--- src/hw/rtl/stbs_pkg.sv ---
`default_nettype none

package stbs_pkg;

  // Default table depth and the fixed field widths
  localparam int DEPTH_DEF = 256;
  localparam int CNT_W     = 9;
  localparam int IDX_W     = 8;
  localparam int WORD_W    = 32;

  // Request kinds
  localparam logic KIND_WRITE  = 1'b0;
  localparam logic KIND_SEARCH = 1'b1;

  typedef struct packed {
    logic              kind;
    logic [IDX_W-1:0]  index;
    logic [WORD_W-1:0] value;
  } in_req_t;

  typedef struct packed {
    logic             found;
    logic [IDX_W-1:0] rank;
  } out_req_t;

  // Outcome of the shared key/probe compare
  typedef struct packed {
    logic lt;
    logic eq;
  } cmp_t;

endpackage

`default_nettype wire

--- src/hw/rtl/stbs_cmp.sv ---
`default_nettype none

module stbs_cmp (
  input  wire logic [stbs_pkg::WORD_W-1:0] key,
  input  wire logic [stbs_pkg::WORD_W-1:0] probe,
  output stbs_pkg::cmp_t                   res
);

  import stbs_pkg::*;

  // Unsigned magnitude compare of key against the word read back
  assign res.lt = (key < probe);
  assign res.eq = (key == probe);

endmodule

`default_nettype wire

--- src/hw/rtl/stbs_ctrl.sv ---
`default_nettype none

module stbs_ctrl #(
  parameter int DEPTH = stbs_pkg::DEPTH_DEF
) (
  input  wire logic                        clk,
  input  wire logic                        rst_n,
  input  wire logic                        in_valid,
  input  wire stbs_pkg::in_req_t           in_data,
  output logic                             idle,
  input  wire logic [stbs_pkg::CNT_W-1:0]  entry_count,
  output logic                             ram_we,
  output logic [$clog2(DEPTH)-1:0]         ram_waddr,
  output logic [stbs_pkg::WORD_W-1:0]      ram_wdata,
  output logic [$clog2(DEPTH)-1:0]         ram_raddr,
  input  wire logic [stbs_pkg::WORD_W-1:0] ram_rdata,
  output logic                             res_valid,
  input  wire logic                        res_take,
  output stbs_pkg::out_req_t               res_data
);

  import stbs_pkg::*;

  localparam int AW = $clog2(DEPTH);
  localparam logic [31:0] DEPTH_W = 32'(DEPTH);

  typedef enum logic [4:0] {
    ST_IDLE = 5'b00001,
    ST_LO   = 5'b00010,
    ST_HI   = 5'b00100,
    ST_MID  = 5'b01000,
    ST_DONE = 5'b10000
  } state_t;

  state_t            state_r, state_nxt;
  logic [WORD_W-1:0] key_r, key_nxt;
  logic [AW-1:0]     lo_r, lo_nxt;
  logic [AW-1:0]     hi_r, hi_nxt;
  logic [AW-1:0]     mid_r, mid_nxt;
  logic [AW-1:0]     pos_r, pos_nxt;
  logic              eq_lo_r, eq_lo_nxt;
  logic              eq_hi_r, eq_hi_nxt;
  logic              found_r, found_nxt;

  logic [AW:0]       sum_cur;
  logic [AW:0]       sum_new;
  logic [AW-1:0]     hi_init;
  logic              tbl_empty;
  logic              wr_in_range;
  cmp_t              cmp;

  stbs_cmp u_cmp (
    .key   (key_r),
    .probe (ram_rdata),
    .res   (cmp)
  );

  // Last valid position: count clamped to the depth, less one
  assign tbl_empty   = (entry_count == '0);
  assign hi_init     = ({23'd0, entry_count} >= DEPTH_W) ? AW'(DEPTH - 1)
                                                         : AW'(entry_count - 9'd1);
  assign wr_in_range = ({24'd0, in_data.index} < DEPTH_W);

  assign sum_cur = {1'b0, lo_r} + {1'b0, hi_r};

  assign ram_waddr = AW'(in_data.index);
  assign ram_wdata = in_data.value;

  assign idle          = (state_r == ST_IDLE);
  assign res_data.found = found_r;
  assign res_data.rank  = found_r ? 8'(pos_r) : '0;

  always_comb begin
    state_nxt    = state_r;
    key_nxt      = key_r;
    lo_nxt       = lo_r;
    hi_nxt       = hi_r;
    mid_nxt      = mid_r;
    pos_nxt      = pos_r;
    eq_lo_nxt    = eq_lo_r;
    eq_hi_nxt    = eq_hi_r;
    found_nxt    = found_r;
    sum_new      = sum_cur;
    ram_raddr    = '0;
    ram_we       = 1'b0;
    res_valid    = 1'b0;

    unique case (state_r)
      ST_IDLE: begin
        // Entry zero is read on the accept edge
        ram_raddr = '0;
        if (in_valid) begin
          if (in_data.kind == KIND_WRITE) begin
            ram_we = wr_in_range;
          end else begin
            key_nxt   = in_data.value;
            lo_nxt    = '0;
            hi_nxt    = hi_init;
            eq_lo_nxt = 1'b0;
            eq_hi_nxt = 1'b0;
            if (tbl_empty) begin
              found_nxt = 1'b0;
              pos_nxt   = '0;
              state_nxt = ST_DONE;
            end else begin
              state_nxt = ST_LO;
            end
          end
        end
      end

      ST_LO: begin
        // Check the low bound, fetch the high one
        ram_raddr = hi_r;
        if (cmp.lt) begin
          found_nxt = 1'b0;
          pos_nxt   = '0;
          state_nxt = ST_DONE;
        end else begin
          eq_lo_nxt = cmp.eq;
          state_nxt = ST_HI;
        end
      end

      ST_HI: begin
        ram_raddr = sum_cur[AW:1];
        if (!cmp.lt && !cmp.eq) begin
          found_nxt = 1'b0;
          pos_nxt   = '0;
          state_nxt = ST_DONE;
        end else begin
          eq_hi_nxt = cmp.eq;
          if ((hi_r - lo_r) > AW'(1)) begin
            mid_nxt   = sum_cur[AW:1];
            state_nxt = ST_MID;
          end else begin
            found_nxt = eq_lo_r | cmp.eq;
            pos_nxt   = eq_lo_r ? lo_r : hi_r;
            state_nxt = ST_DONE;
          end
        end
      end

      ST_MID: begin
        if (cmp.eq) begin
          found_nxt = 1'b1;
          pos_nxt   = mid_r;
          state_nxt = ST_DONE;
        end else begin
          // A moved bound came from an unequal probe: drop its match flag
          if (cmp.lt) begin
            hi_nxt    = mid_r;
            eq_hi_nxt = 1'b0;
          end else begin
            lo_nxt    = mid_r;
            eq_lo_nxt = 1'b0;
          end
          sum_new   = {1'b0, lo_nxt} + {1'b0, hi_nxt};
          ram_raddr = sum_new[AW:1];
          if ((hi_nxt - lo_nxt) > AW'(1)) begin
            mid_nxt = sum_new[AW:1];
          end else begin
            found_nxt = eq_lo_nxt | eq_hi_nxt;
            pos_nxt   = eq_lo_nxt ? lo_nxt : hi_nxt;
            state_nxt = ST_DONE;
          end
        end
      end

      ST_DONE: begin
        res_valid = 1'b1;
        if (res_take) begin
          state_nxt = ST_IDLE;
        end
      end

      default: begin
        state_nxt = ST_IDLE;
      end
    endcase
  end

  always_ff @(posedge clk) begin
    if (!rst_n) begin
      state_r <= ST_IDLE;
    end else begin
      state_r <= state_nxt;
    end
  end

  always_ff @(posedge clk) begin
    key_r   <= key_nxt;
    lo_r    <= lo_nxt;
    hi_r    <= hi_nxt;
    mid_r   <= mid_nxt;
    pos_r   <= pos_nxt;
    eq_lo_r <= eq_lo_nxt;
    eq_hi_r <= eq_hi_nxt;
    found_r <= found_nxt;
  end

endmodule

`default_nettype wire

--- config.mk ---
export PLATFORM = sky130hd
export DESIGN_NAME = stbs_ctrl
export DESIGN_NICKNAME = d
export VERILOG_FILES = /design/src/hw/rtl/stbs_pkg.sv /design/src/hw/rtl/stbs_cmp.sv /design/src/hw/rtl/stbs_ctrl.sv
export SDC_FILE = /design/constraint.sdc
export NUM_CORES = 1
export LEC_CHECK = 0
export ABC_AREA = 1
export BUFFER_PORTS_ARGS = -buffer_cell sky130_fd_sc_hd__clkbuf_2
export CORE_MARGIN = 3
export CORE_UTILIZATION = 35
export CTS_BUF_LIST = sky130_fd_sc_hd__clkbuf_8
export CTS_CLUSTER_SIZE = 14
export DETAILED_ROUTE_END_ITERATION = 10
export PLACE_DENSITY = 0.55
export SLEW_MARGIN = 40
export SYNTH_ARGS = -nofsm -noshare
export SYNTH_HDL_FRONTEND = slang
export SYNTH_SLANG_ARGS = --single-unit
--- constraint.sdc ---
create_clock -name clk -period 3.64 [get_ports clk]
set_input_delay 0.364 -clock clk [delete_from_list [all_inputs] [get_ports clk]]
set_output_delay 0.364 -clock clk [all_outputs]
set_load 0.05 [all_outputs]
==> results.py, run 1 <==
metrics = {
    "route": {
        "drc_errors": 0,
        "antenna_left": 0,
        "routed_wl_mm": 17.8,
        "dr_wl_met2_mm": 8.72,
        "vias": 5654,
        "wl_met1_mm": 8.07,
        "wl_per_cell_um": 14.9,
        "met3_length_um": 781,
        "drt-initial-drc-count": 403,
        "top_layer_used": "met4",
        "firstDrtPassIters": 5,
        "via_per_inst": 4.72,
    },
    "sta": {
        "relSlewSlack": 0.499,
        "fin_tns_setup_ns": -5.77,
        "maxSlewViolCount": 0,
        "min_period_over_period": 1.15,
        "fin_ws_ns": -0.545,
        "hold_viol_final": 0,
        "setup_viol": 27,
        "fin_crit_ns": 4.18,
        "rsz0062_at_grt": "yes",
        "max_slew.worst_pin.slew_ns": 0.743,
        "max_freq_mhz": 239,
        "finClkSkew_ns": 0.0104,
    },
    "die": {
        "io_pins": 146,
        "die_y_um": 139,
        "die_area_um2": 19400,
        "rows": 48,
        "core_um2": 17400,
        "start_util": 0.359,
        "die_x_um": 139,
    },
    "global_route": {
        "grtUsageTotal": 0.176,
        "grt_overflow": 0,
        "grt_max_degree": 33,
        "grt_pass1_vias": 5415,
        "antenna_found_initial": 0,
        "grt_first_pass_wirelength_mm": 27.2,
    },
    "clock_network": {
        "clkTransAtPathRegs_ns": 0.08,
        "clk_path_buf_depth": 2,
        "clk_latency_ns": 0.37,
        "cts_made_buffers": 9,
        "h-tree-depth": 3,
        "cts_root_buf": "clkbuf_8",
        "hold_buffers": 0,
        "tritoncts": "yes",
        "clock_sinks": 72,
    },
    "power_and_ir_drop": {
        "power_w": 0.00645,
        "cellLeakagePower_nw": 4.12,
        "power_density_nw_per_um2": 753,
        "max-vdd-ir-drop_uv": 323,
    },
    "placement": {
        "hpwl_mm": 13.6,
        "io_buffers": 129,
        "place.gp.congestion": 0.876,
        "dp.cells": 1150,
    },
    "setup_path": {
        "worstSetupEndpoint": "ram_raddr[6]",
        "reg2reg_from": "key_r[19]",
        "crit_type": "flip-flop to output pin",
        "cp-end-kind": "output pin",
        "start_kind": "flip-flop",
        "r2r_cells": 29,
        "r2r_end": "pos_r[6]",
        "required_ns": 3.28,
        "crit_arrival_ns": 3.82,
        "cp-startpoint": "key_r[15]",
        "r2r_slack_ns": -0.25,
        "crit_fanout": 7,
    },
    "cells_and_area": {
        "drive_gt1_frac": 0.400,
        "fin_nets": 1121,
        "layoutNonFillerInstCount": 1198,
        "area_growth_pct": 37.3,
        "n_antenna_cell": 0,
    },
    "synth": {
        "synth-async-reset-ratio": 0,
        "synth_area_um2": 6230,
        "synth-edff-count": 67,
        "synth.distinct_cells": 58,
        "syn_nets": 943,
        "ys_top_cells_by_count": "nand2_1, inv_1, edfxtp_1",
        "yosysSeqAreaShare": 0.339,
        "yosys-top-cells-area": "edfxtp_1, ha_1, nand2_1, inv_1, buf_4",
        "yosysTopAreaCell": "edfxtp_1",
        "yosysWarningCount": 0,
        "synth_ff_type": "edfxtp_1",
        "syn_inst": 790,
        "post_synth.cell_area_avg_um2": 7.89,
        "synth_top_cell_area_share": 0.323,
        "ys_ff_latch": 72,
        "synth_most_common_cell": "nand2_1",
    },
    "run": {
        "drv_cap": 0,
    },
    "hold_path": {
        "min_path_type": "input pin to flip-flop",
        "worstHoldStart": "rst_n",
    },
    "status": {
        "status": "complete, but fails checks",
        "failed_checks": "negative setup slack",
    },
}
metal layers:
| layer | global-route usage | up-vias |
|---|---|---|
| li1 | - | 2907 |
| met1 | 0.231 | 2594 |
| met4 | 0.0463 | 0 |
| met3 | 0.0296 | 22 |
| met2 | 0.300 | 131 |
| met5 | 0 | - |
through the flow:
step           setup WS, ns   util  area, µm²  hold slack [ns]
2_1_floorplan       -0.0760      -       6400            0.433
3_3_place_gp         -0.251  0.431       7490            0.539
3_5_place_dp         -0.285  0.433       7520            0.543
4_1_cts              -0.478  0.469       8140            0.150
5_1_grt              -0.790  0.493       8560            0.152
6_report             -0.545  0.493       8560            0.168
registers in the layout, summed over array words and instances (netlist names):
name / flops
eq_hi_r: 1
eq_lo_r: 1
found_r: 1
hi_r: 8
key_r: 32
lo_r: 8
mid_r: 8
pos_r: 8
state_r: 5
kinds of logic (layout without fill, tap and decap cells):
family,count (synthesis),after routing,share of synthesized area
AND/OR/NAND/NOR,339,340,0.246
buffers and inverters,193,375,0.150
AO/OA/AOI/OAI,111,111,0.115
flip-flops,72,72,0.339
adder cells (fa/ha/maj),67,67,0.139
XOR/XNOR,8,8,0.0112
worst min path at each step:
stage                       to  slack, ns  cells after the start
global placement    state_r[0]       0.54                      2
detailed placement  state_r[0]       0.54                      2
CTS                 state_r[0]       0.15                      2
finish              state_r[0]       0.17                      2
global route        state_r[0]       0.15                      2
floorplan           state_r[0]       0.43                      1
layout make-up:
type,count,area (µm²)
fill,1684,8800
clock buffer,9,124
tap,225,282
sequential,72,2110
multi-input combinational,526,3860
timing repair buffer,220,1580
clock inverter,7,71.3
inverter,139,537
power breakdown:
group	switching, W	total [W]	leakage, nW	internal [W]
Clock	0.000333	0.000649	0.0933	0.000316
Sequential	0.000176	0.00142	0.663	0.00124
Combinational	0.00261	0.00438	3.37	0.00177
Total	0.00312	0.00645	4.12	0.00333
placed cells by master (no fill, tap or decap), types with 16 or more instances in the layout:
cell type / synthesis / layout
buf_4: 42 / 70
nand3_1: 35 / 28
nand2_1: 205 / 177
ha_4: 0 / 18
nor2_1: 53 / 41
nand2_2: 5 / 26
inv_1: 128 / 108
a21oi_1: 38 / 29
edfxtp_1: 67 / 67
inv_2: 7 / 24
clkbuf_2: 0 / 121
o21ai_0: 23 / 16
ha_1: 63 / 45
critical path: stages (launching register included):
cell and delay, ns:
edfxtp_1 0.41, ha_4 0.30, nand2_4 0.05, nor2_4 0.11, nor3b_4 0.20, nand2_1 0.09
nand2_2 0.10, nand2_4 0.11, nand2_8 0.12, buf_8 0.15, nand2_1 0.10, o21ai_4 0.09
inv_2 0.08, ha_4 0.26, inv_2 0.04, buf_4 0.13, buf_4 0.13, nand4_1 0.13
nand2_1 0.07, nand2_1 0.07, nand3_2 0.08, o211ai_1 0.37, clkbuf_16 0.24
timing repair:
item	in CTS	in global routing
gates resized for setup	58	79
cloned	1	0
setup buffers	24	13
pin swaps	35	22
endpoints found under the setup margin	25	30
No activity file was read; power rests on OpenSTA's default activity.
==> run 2, diff against run 1 <==
--- a/config.mk
+++ b/config.mk
@@ -7,12 +7,14 @@
 export LEC_CHECK = 0
 export ABC_AREA = 1
 export BUFFER_PORTS_ARGS = -buffer_cell sky130_fd_sc_hd__clkbuf_2
+export CELL_PAD_IN_SITES_DETAIL_PLACEMENT = 1
+export CELL_PAD_IN_SITES_GLOBAL_PLACEMENT = 1
 export CORE_MARGIN = 3
 export CORE_UTILIZATION = 35
 export CTS_BUF_LIST = sky130_fd_sc_hd__clkbuf_8
 export CTS_CLUSTER_SIZE = 14
 export DETAILED_ROUTE_END_ITERATION = 10
-export PLACE_DENSITY = 0.55
+export PLACE_DENSITY = 0.73
 export SLEW_MARGIN = 40
 export SYNTH_ARGS = -nofsm -noshare
 export SYNTH_HDL_FRONTEND = slang
==> run 2 against run 1 <==
The run still ends with negative setup slack left. Wire length up 26%. Sequential power about the same. Sequential share of layout area fell by 0.70 points. Final area grew 2.9%. Die area unchanged. First-iteration DRC count fell by 15%. Fmax decreased by 1.8%. Clock skew increased by 0.0026 ns. Sequential cell count unchanged. Hold slack lost 0.0056 ns. Critical path depth up 4. Largest cell class unchanged. Largest power group unchanged.
==> results.py, run 2 (same netlist as run 1, synthesis figures left out) <==
metrics = {
    "sta": {
        "setup_viol": 29,
        "fin_crit_ns": 4.26,
        "max_freq_mhz": 235,
        "fin_tns_setup_ns": -9.40,
        "rsz0062_at_grt": "yes",
        "min_period_over_period": 1.17,
        "max_slew.worst_pin.slew_ns": 0.828,
        "maxSlewViolCount": 0,
        "fin_hold_ws_ns": 0.162,
        "fin_ws_ns": -0.620,
        "finClkSkew_ns": 0.0130,
        "hold_viol_final": 0,
        "relSlewSlack": 0.448,
    },
    "route": {
        "top_layer_used": "met4",
        "routed_wl_mm": 22.4,
        "wl_met1_mm": 9.06,
        "vias": 6096,
        "antenna_left": 0,
        "drt-initial-drc-count": 342,
        "via_per_inst": 5.01,
        "dr_wl_met2_mm": 11.6,
        "firstDrtPassIters": 5,
        "met3_length_mm": 1.19,
        "wl_per_cell_um": 18.4,
        "drc_errors": 0,
    },
    "power_and_ir_drop": {
        "max-vdd-ir-drop_uv": 390,
        "cellLeakagePower_nw": 4.25,
        "power_w": 0.00689,
        "power_density_nw_per_um2": 783,
    },
    "setup_path": {
        "crit_fanout": 5,
        "cp_common_cell": "nand2_2",
        "r2r_slack_ns": -0.39,
        "required_ns": 3.28,
        "reg2reg_from": "key_r[9]",
        "crit_family": "simple AND/OR/NAND/NOR gates",
        "cp-end-kind": "output pin",
        "crit_arrival_ns": 3.90,
        "r2r_cells": 24,
        "critPathMaxStageDelay_ns": 0.42,
        "crit_type": "flip-flop to output pin",
        "path_buf_inv": 3,
        "start_kind": "flip-flop",
        "critical_path.slowest_cell": "edfxtp_1",
        "r2r_end": "pos_r[6]",
    },
    "clock_network": {
        "clock_sinks": 72,
        "h-tree-depth": 3,
        "cts_root_buf": "clkbuf_8",
        "clkTransAtPathRegs_ns": 0.08,
        "clk_latency_ns": 0.38,
        "cts_made_buffers": 9,
        "clk_path_buf_depth": 2,
        "tritoncts": "yes",
    },
    "cells_and_area": {
        "area_growth_pct": 41.3,
        "largest_reg_flops": 32,
        "top_register": "key_r",
        "n_antenna_cell": 0,
        "layout_commonest_cell": "nand2_1",
        "drive_gt1_frac": 0.420,
        "final_cell_mix": "nand2_1, clkbuf_2, inv_1",
        "fin_nets": 1139,
        "final.fill_count": 2076,
        "layoutNonFillerInstCount": 1216,
    },
    "die": {
        "io_pins": 146,
        "core_um2": 17400,
        "die_y_um": 139,
        "rows": 48,
        "die_x_um": 139,
        "die_area_um2": 19400,
        "start_util": 0.359,
    },
    "global_route": {
        "antenna_found_initial": 0,
        "grt_first_pass_wirelength_mm": 33.1,
        "grtUsageTotal": 0.214,
        "grt_overflow": 0,
        "grt_max_degree": 33,
        "grt_pass1_vias": 6303,
    },
    "placement": {
        "dp.cells": 1153,
        "place.gp.congestion": 0.843,
        "dp_slack_ns": -0.487,
        "io_buffers": 129,
        "hpwl_mm": 15.8,
    },
    "status": {
        "status": "complete, but fails checks",
        "failed_checks": "negative setup slack",
    },
    "run": {
        "drv_cap": 0,
    },
    "hold_path": {
        "hold_end": "state_r[0]",
        "worstHoldStart": "rst_n",
        "min_path_type": "input pin to flip-flop",
        "whs_path_depth": 2,
    },
}
==> run 2: cell count changes in the layout (fill, tap and decap cells not counted), moves of 3 or more <==
cell	delta
buf_12	+4
inv_1	+3
o21ai_2	+3
buf_4	+18
nor2_1	+3
a21oi_2	+3
nand3_2	-5
ha_1	-3
nand3_4	+5
nand2_1	-3
==> run 2: cell type report <==
class / instances / area (µm²) / area share
Clock inverter: 6 / 60.1 / 0.00682
Timing Repair Buffer: 238 / 1730 / 0.196
Tap cell: 225 / 282 / 0.0320
Inverter: 139 / 539 / 0.0612
Clock buffer: 10 / 138 / 0.0156
Sequential cell: 72 / 2110 / 0.240
Multi-Input combinational cell: 526 / 3950 / 0.449
==> run 2: report_power, final <==
group | leakage (nW) | switching (W) | internal (W)
registers | 0.663 | 0.000199 | 0.00124
logic | 3.48 | 0.00285 | 0.00194
clock network | 0.103 | 0.000337 | 0.000332
==> run 2: per-stage QoR <==
stage,util,cell area (µm²)
final,0.508,8810
after CTS,0.479,8310
after detailed placement,0.434,7540
after floorplan,-,6400
after global placement,0.434,7540
after global routing,0.508,8810
==> run 2: how the worst max path moves through the flow <==
| stage | cells past startpoint | end | startpoint | slack (ns) |
|---|---|---|---|---|
| detailed placement | 25 | pos_r[0] | ram_rdata[13] | -0.49 |
| CTS | 24 | ram_raddr[7] | key_r[19] | -0.50 |
| floorplan | 20 | ram_raddr[6] | key_r[17] | -0.08 |
| global placement | 25 | pos_r[0] | ram_rdata[15] | -0.37 |
| global route | 26 | ram_raddr[7] | key_r[12] | -0.80 |
| finish | 26 | ram_raddr[7] | key_r[9] | -0.62 |
==> run 2: repair_timing <==
item,in CTS,in global routing
resized for setup,83,69
setup buffers,33,22
pin swaps,31,35
gates cloned,1,1
endpoints found under the setup margin,29,49
hold buffers,0,0
==> run 2: metal layers <==
| metal | GRT usage | up-vias |
|---|---|---|
| met5 | 0 | - |
| met4 | 0.0582 | 0 |
| met3 | 0.0354 | 38 |
| met2 | 0.386 | 192 |
| met1 | 0.265 | 2935 |
| li1 | - | 2931 |
==> run 2: worst register-to-register path: cells and delay by family (launching register included) <==
family	cells	cell delay, ns
flops	1	0.42
simple gates	12	1.27
fa+ha+maj	3	0.86
buf+inv	6	0.65
compound gates	3	0.56
